**src/rtl/drc_pkg.sv**
```systemverilog
// ----------------------------------------------------------------------------
// drc_pkg: shared types and constants of the dirty rectangle coalescer.
// Holds command and status codes, register indexes, the sequencer states and
// the compare result group that the arithmetic unit reports.
// ----------------------------------------------------------------------------
package drc_pkg;

  // Default configuration of the store and coordinate width.
  localparam int CAPACITY_DEF   = 16;
  localparam int COORD_BITS_DEF = 16;

  // A get emits at most this many list entries.
  localparam int MAX_OUT = 16;

  // Register widths and reset values.
  localparam int              MAXR_W        = 5;
  localparam int              THR_W         = 10;
  localparam logic [MAXR_W-1:0] MAX_RECTS_RST = 5'd16;
  localparam logic [THR_W-1:0]  THR_RST       = 10'd179;
  localparam int              PADDR_W       = 3;
  localparam int              PDATA_W       = 32;

  // Commands of an input transaction.
  typedef enum logic [1:0] {
    CMD_ADD = 2'd0,
    CMD_GET = 2'd1,
    CMD_CLR = 2'd2
  } cmd_e;

  // Status of a result transaction.
  typedef enum logic [2:0] {
    ST_ADDED   = 3'd0,
    ST_IGNORED = 3'd1,
    ST_FULL    = 3'd2,
    ST_LIST    = 3'd3,
    ST_DONE    = 3'd4
  } status_e;

  // Register select, taken from paddr bit 2.
  typedef enum logic {
    REG_MAX_RECTS = 1'b0,
    REG_THRESHOLD = 1'b1
  } reg_e;

  // Sequencer states.
  typedef enum logic [4:0] {
    S_IDLE,
    S_ADD_SCAN,
    S_ADD_APPEND,
    S_OPT_START,
    S_OPT_COPY,
    S_OPT_COPY_W,
    S_SORT_LOAD,
    S_SORT_STEP,
    S_ENC_J,
    S_DROP,
    S_MRG_START,
    S_MRG_TEST,
    S_MRG_MUL,
    S_MRG_CMP,
    S_OPT_END,
    S_COPYBACK,
    S_GET_START,
    S_EMIT,
    S_RESP,
    S_OUT_WAIT
  } state_e;

  // Geometric relations between operand A and operand B.
  typedef struct packed {
    logic encl;  // B lies inside A
    logic ovl;   // A and B share interior area
  } cmp_t;

endpackage

```
**src/rtl/drc_unit.sv**
```systemverilog
// ----------------------------------------------------------------------------
// drc_unit: shared arithmetic unit of the coalescer.
// Compares two rectangles (enclosure and overlap), forms their saturated
// bounding box, and runs one registered multiplier used for all areas and
// for the scaled threshold product.
// ----------------------------------------------------------------------------
module drc_unit #(
  parameter int COORD_BITS = 16,
  parameter int MUL_A_W    = 32,
  parameter int MUL_B_W    = 16
) (
  input  logic                          clk_i,
  input  logic signed [COORD_BITS-1:0]  a_x_i,
  input  logic signed [COORD_BITS-1:0]  a_y_i,
  input  logic        [COORD_BITS-1:0]  a_w_i,
  input  logic        [COORD_BITS-1:0]  a_h_i,
  input  logic signed [COORD_BITS-1:0]  b_x_i,
  input  logic signed [COORD_BITS-1:0]  b_y_i,
  input  logic        [COORD_BITS-1:0]  b_w_i,
  input  logic        [COORD_BITS-1:0]  b_h_i,
  input  logic        [MUL_A_W-1:0]     mul_a_i,
  input  logic        [MUL_B_W-1:0]     mul_b_i,
  output drc_pkg::cmp_t                 cmp_o,
  output logic signed [COORD_BITS-1:0]  bnd_x_o,
  output logic signed [COORD_BITS-1:0]  bnd_y_o,
  output logic        [COORD_BITS-1:0]  bnd_w_o,
  output logic        [COORD_BITS-1:0]  bnd_h_o,
  output logic [MUL_A_W+MUL_B_W-1:0]    prod_o
);
  import drc_pkg::*;

  localparam int EW = COORD_BITS + 2;

  logic signed [EW-1:0] ax, ay, ar, ab, bx, by, br, bb;
  logic signed [EW-1:0] l, t, r, d, bw, bh, lim;
  logic [MUL_A_W+MUL_B_W-1:0] prod_q;

  // Edges of both operands at extended width.
  always_comb begin
    ax  = EW'(a_x_i);
    ay  = EW'(a_y_i);
    ar  = ax + $signed({2'b00, a_w_i});
    ab  = ay + $signed({2'b00, a_h_i});
    bx  = EW'(b_x_i);
    by  = EW'(b_y_i);
    br  = bx + $signed({2'b00, b_w_i});
    bb  = by + $signed({2'b00, b_h_i});
    lim = $signed({2'b00, {COORD_BITS{1'b1}}});
  end

  // Enclosure and overlap; touching edges do not overlap.
  always_comb begin
    cmp_o.encl = (bx >= ax) && (by >= ay) && (br <= ar) && (bb <= ab);
    cmp_o.ovl  = (ax < br) && (bx < ar) && (ay < bb) && (by < ab);
  end

  // Bounding box with size saturated to the coordinate range.
  always_comb begin
    l  = (ax < bx) ? ax : bx;
    t  = (ay < by) ? ay : by;
    r  = (ar > br) ? ar : br;
    d  = (ab > bb) ? ab : bb;
    bw = r - l;
    bh = d - t;
    bnd_x_o = l[COORD_BITS-1:0];
    bnd_y_o = t[COORD_BITS-1:0];
    bnd_w_o = (bw > lim) ? {COORD_BITS{1'b1}} : bw[COORD_BITS-1:0];
    bnd_h_o = (bh > lim) ? {COORD_BITS{1'b1}} : bh[COORD_BITS-1:0];
  end

  // Shared multiplier, one product per cycle.
  always_ff @(posedge clk_i) begin
    prod_q <= mul_a_i * mul_b_i;
  end

  assign prod_o = prod_q;

endmodule

```
**config.mk**
```make
export PLATFORM = sky130hd
export DESIGN_NAME = drc_unit
export DESIGN_NICKNAME = d
export VERILOG_FILES = /design/src/rtl/drc_pkg.sv /design/src/rtl/drc_unit.sv
export SDC_FILE = /design/constraint.sdc
export NUM_CORES = 2
export LEC_CHECK = 0
export BUFFER_PORTS_ARGS = -buffer_cell sky130_fd_sc_hd__clkbuf_2
export CAP_MARGIN = 15
export CORE_MARGIN = 2
export CORE_UTILIZATION = 25
export CTS_BUF_LIST = sky130_fd_sc_hd__clkbuf_4 sky130_fd_sc_hd__clkbuf_8
export DETAILED_ROUTE_END_ITERATION = 7
export PLACE_DENSITY = 0.37
export SKIP_LAST_GASP = 1
export SYNTH_ARGS = -nofsm -noshare
export SYNTH_HDL_FRONTEND = slang
export SYNTH_SLANG_ARGS = --single-unit
```
**constraint.sdc**
```tcl
create_clock -name clk_i -period 8.4 [get_ports clk_i]
set_input_delay 0 -clock clk_i [delete_from_list [all_inputs] [get_ports clk_i]]
set_output_delay 0 -clock clk_i [all_outputs]
set_load 0.05 [all_outputs]
```
Word-level counts from Yosys, hierarchy flattened --
Cells that the tools add are included.
Word-level totals: word-level logic and storage cells 34, bits of input ports 177, register bits after elaboration 48
Cells by class: $mul 1, $add $sub $neg 6, $lt $le $gt $ge 14, reductions and logical operators 6, muxes and demuxes 6
Operators with widths (count):
- adder 16 x 17 -> 18 bit | 4
- < comparator 16 x 18 -> 1 bit | 4
- 2-to-1 mux 18 bit | 4
- multiplier 32 x 16 -> 48 bit | 1
- > comparator 18 x 17 -> 1 bit, second input constant | 2
- > comparator 18 bit | 2
- less-or-equal comparator 18 bit | 2
- subtractor 18 bit | 2
- >= comparator 16 bit | 2
- < comparator 16 bit | 2
- 2-to-1 mux 16 bit | 2
- logical AND 1 bit | 6

Depth between registers and ports, before layout --
word-level depth 6, mapped depth 40

Worst setup path before layout --
Ideal clock, no wire load.
path kind input port to output port, from input port a_x_i[1], to output port bnd_w_o[10], cell stages on the path 36, required time 8400 ps, arrival 7797 ps, slack 603 ps, cells stage by stage ha_1 a211oi_1 o21ai_1 a31oi_2 o21ai_0 xnor2_1 inv_1 ha_1 nand4_1 nor2_1 a21oi_1 o211ai_1 a21oi_1 maj3_1 or4b_1 o211a_1 maj3_2 o31a_1 buf_6 buf_12 mux2i_1 ha_1 inv_1 fa_1 a21o_1 a21oi_1 o21ai_0 o311a_1 o21a_1 o21ai_0 a21oi_1 a31oi_1 o21ai_0 xnor2_1 clkbuf_1 o21ai_0
Between the ends: cells in the longest elaborated chain, start to end 6, elaborated cells between the ends (all ways) 8, those cells by class add/sub (2); order compare (3); mux (3)
RTL lines:
- start: declaration | RTL line drc_unit.sv:13 | input logic signed [COORD_BITS-1:0] a_x_i,
- adder 16 x 17 -> 18 bit | RTL line drc_unit.sv:42 | ar = ax + $signed({2'b00, a_w_i});
- > comparator 18 bit | RTL line drc_unit.sv:61 | r = (ar > br) ? ar : br;
- 2-to-1 mux 18 bit | RTL line drc_unit.sv:61
- subtractor 18 bit * | RTL line drc_unit.sv:63 | bw = r - l;
- > comparator 18 x 17 -> 1 bit | RTL line drc_unit.sv:67 | bnd_w_o = (bw > lim) ? {COORD_BITS{1'b1}} : bw[COORD_BITS-1:0];
- 2-to-1 mux 16 bit * | RTL line drc_unit.sv:67
- end: declaration | RTL line drc_unit.sv:26 | output logic [COORD_BITS-1:0] bnd_w_o,
Mark *: on every way between the ends. The rest lies on a longest branch, timed or not.

Worst setup path after layout --
from input port a_x_i[0], to output port bnd_w_o[8]
The elaborated chain is that of the path after synthesis.

==> results.yml <==
placed_design:
  routabilityCongestion: 0.822
  io_buffers: 290
  hpwl_um: 77100
critical_path:
  cp_slowest_cell: "or4b_1"
  crit_top_cell: "a21oi_1"
  crit_end: "bnd_w_o[8]"
  worstPathArrival_ns: 7.82
  crit_path_start_kind: "input port"
  max_stage_delay_ns: 0.47
  critPathKind: "input port to output port"
  cp-end-kind: "output port"
  cp.required_ns: 8.40
  crit_start: "a_x_i[0]"
  path_max_fanout: 13
sta:
  rsz0062_at_grt: "false"
  period_needed_ns: 7.82
  relSlewSlack_pct: 37.1
  maxSlewViolCount: 0
  fmax_ghz: 0.128
  hold_viol_final: 0
  finalCritPeriodShare_pct: 93.1
  totalNegativeSetupSlack_ns: 0
  worst_pin_slew_ns: 0.944
  final-setup-viol-count: 0
clock_tree:
  tritoncts: "built"
  clk_pin_slew_worst_paths_ns: 0.13
  cts_hold_buf: 0
  root_buffer: "clkbuf_8"
  cts_inserted_buffers: 5
  cts_buffer_depth: 2
  htree_levels: 2
  cts_sinks: 48
finish:
  register_area_um2: 961
  fin_nets: 4213
  drive_above_1_share_pct: 11.7
  multiInputGateArea_um2: 22000
  fill_cells: 11100
  syn2layout_area_growth_pct: 13.5
  largest_reg_flops: 48
routing:
  dr.pass1.iters: 6
  wire_per_inst_um: 19.6
  drt_iter0_markers: 1069
  ant_nets: 0
  drc: 0
  wl_um: 90900
  vias: 21300
  viasPerCell: 4.59
yosys:
  yosys_warnings: 0
  synth_xor_area_share_pct: 4.45
  synth_edf_count: 0
  synth-adder-area-share_pct: 50.4
  netlist_instances: 3032
  seq_area_frac_synth_pct: 3.79
  synth_top_area_share_pct: 33.5
  async_flop_share_pct: 0
  ys_seq_elements: 48
  synthMuxAreaShare_pct: 2.61
  synthFlopType: "dfxtp_1"
  synth_area_leaders: "fa_1 (33%), ha_1 (16%), inv_1 (7.9%)"
  synth_top_family_by_area: "adder cells"
  syn_avg_cell_area_um2: 8.37
  synth_nets: 3967
  synth_compound_area_share_pct: 12.9
  netlist_area_um2: 25400
  yosysTopAreaCell: "fa_1"
  synth_simple_gate_area_share_pct: 16.2
  synth_cell_types: 73
floorplanning:
  start_util_pct: 25.3
  die_area_um2: 104000
  num_rows: 116
  core_area_um2: 100000
  dieWidth_um: 323
  pin_count: 291
  die_y_um: 323
job:
  max-cap-violations: 0
outcome:
  status: "finished clean"
hold_path:
  hold_class: "input port to flip-flop"
global_routing:
  grt_pass1_wl_um: 140000
  grt_max_degree: 33
  antenna_found_initial: 3
  grt_overflow: 0
  grt_usage_pct: 17.8
  first_global_vias: 22900
==> synth_stat cells (5+ instances only) <==
master / count
a21boi_0: 9
a31oi_1: 14
xnor2_1: 78
inv_1: 537
maj3_1: 11
a21o_1: 68
nor2b_1: 33
nor2_1: 82
o21a_1: 25
nand4_1: 21
o221ai_1: 5
o31ai_1: 5
dfxtp_1: 48
nand2_1: 436
clkbuf_1: 96
and3_1: 10
ha_1: 334
a211o_1: 7
o211ai_1: 19
o31a_1: 8
o22ai_1: 11
and2_1: 156
xor2_1: 51
fa_1: 424
or3_1: 10
or2_2: 10
nand2b_1: 31
o41ai_1: 9
o2111ai_1: 6
nor3_1: 31
a21oi_1: 145
o21ai_0: 100
a211oi_1: 14
o21bai_1: 19
nand3_1: 36
mux2i_1: 64
==> final cells by class <==
class	count	area share, %
Multi-Input combinational cell	2342	76.6
Inverter	537	7.00
Timing Repair Buffer	344	6.83
Tap cell	1357	5.90
Sequential cell	48	3.34
Clock buffer	7	0.313
Clock inverter	1	0.0261
Antenna cell	2	0.0174
==> kinds of logic (layout without fill, tap and decap cells) <==
group / count (synthesis) / in the layout
adders and majority gates: 770 / 770
DFF: 48 / 48
muxes: 66 / 66
other: 0 / 2
AOI/OAI and AO/OA: 504 / 504
and+or+nand+nor: 873 / 873
xor gates and xnor gates: 129 / 129
buffers and inverters: 642 / 889
==> worst min path at each step <==
| stage | startpoint | end | slack (ns) | cells after the start |
|---|---|---|---|---|
| 6_report | mul_a_i[0] | prod_o[0]$_DFF_P_ | 0.18 | 3 |
| 3_5_place_dp | prod_o[44]$_DFF_P_ | prod_o[44] | 0.50 | 1 |
| 2_1_floorplan | mul_a_i[0] | prod_o[0]$_DFF_P_ | 0.13 | 1 |
| 3_3_place_gp | prod_o[24]$_DFF_P_ | prod_o[24] | 0.50 | 1 |
| 4_1_cts | mul_a_i[0] | prod_o[0]$_DFF_P_ | 0.16 | 3 |
| 5_1_grt | mul_a_i[0] | prod_o[0]$_DFF_P_ | 0.19 | 3 |
==> critical path, delay by kind of cell <==
kind | cells | cell delay, ns
buffers and inverters | 6 | 0.76
AO/OA/AOI/OAI | 16 | 3.19
AND/OR/NAND/NOR | 6 | 1.30
multiplexers | 1 | 0.20
XOR/XNOR | 1 | 0.16
adder cells (fa/ha/maj) | 7 | 2.20
==> layer usage <==
layer  vias to the layer above  routed length [um]  track usage [%]  part of all wire, %
met5                         -                   7                0               0.0077
met4                         2                1630             3.39                  1.8
met3                        52                3210             1.73                  3.5
met2                       421               43200             30.6                   48
met1                     10500               42800             24.3                   47
li1                      10300                   -                -                    -
==> timing repair <==
item / in CTS / in global routing
pin swaps: 0 / 2
resized for setup: 1 / 24
setup endpoints to repair: 2 / 32
buffers inserted: 0 / 1
cloned: 0 / 0
==> metrics by stage <==
step	hold WS, ns	setup WS [ns]	cell area [um^2]	cells	utilization (%)
floorplan	0.127	0.603	25400	3032	-
global placement	0.497	0.170	28600	4627	28.5
detailed placement	0.496	0.0270	28600	4627	28.5
CTS	0.161	0.0943	28700	4635	28.6
global route	0.188	0.00774	28800	4637	28.7
finish	0.175	0.576	28800	4638	28.7
==> placed cells by master, fill, tap and decap left out, types with 6 or more instances in the layout <==
cell / count
a211oi_1: 14
a21oi_1: 145
nand2_1: 436
o21ai_0: 97
nand4_1: 21
nor3_1: 30
or2_2: 10
o21ai_1: 6
dfxtp_1: 48
buf_4: 54
fa_1: 424
xor2_1: 51
o31a_1: 8
nand2b_1: 31
and3_1: 10
a21boi_0: 9
clkbuf_2: 277
maj3_1: 11
o22ai_1: 11
a211o_1: 6
inv_1: 537
o21a_1: 25
o211ai_1: 19
or3_1: 10
a21o_1: 68
xnor2_1: 78
ha_1: 334
nand3_1: 36
nor2_1: 82
mux2i_1: 63
o41ai_1: 8
nor2b_1: 33
buf_12: 7
a31oi_1: 11
clkbuf_8: 6
o21bai_1: 19
and2_1: 156
Power is not shown: default switching activity piles up to over one toggle a cycle in this logic, so the estimate is an artifact.
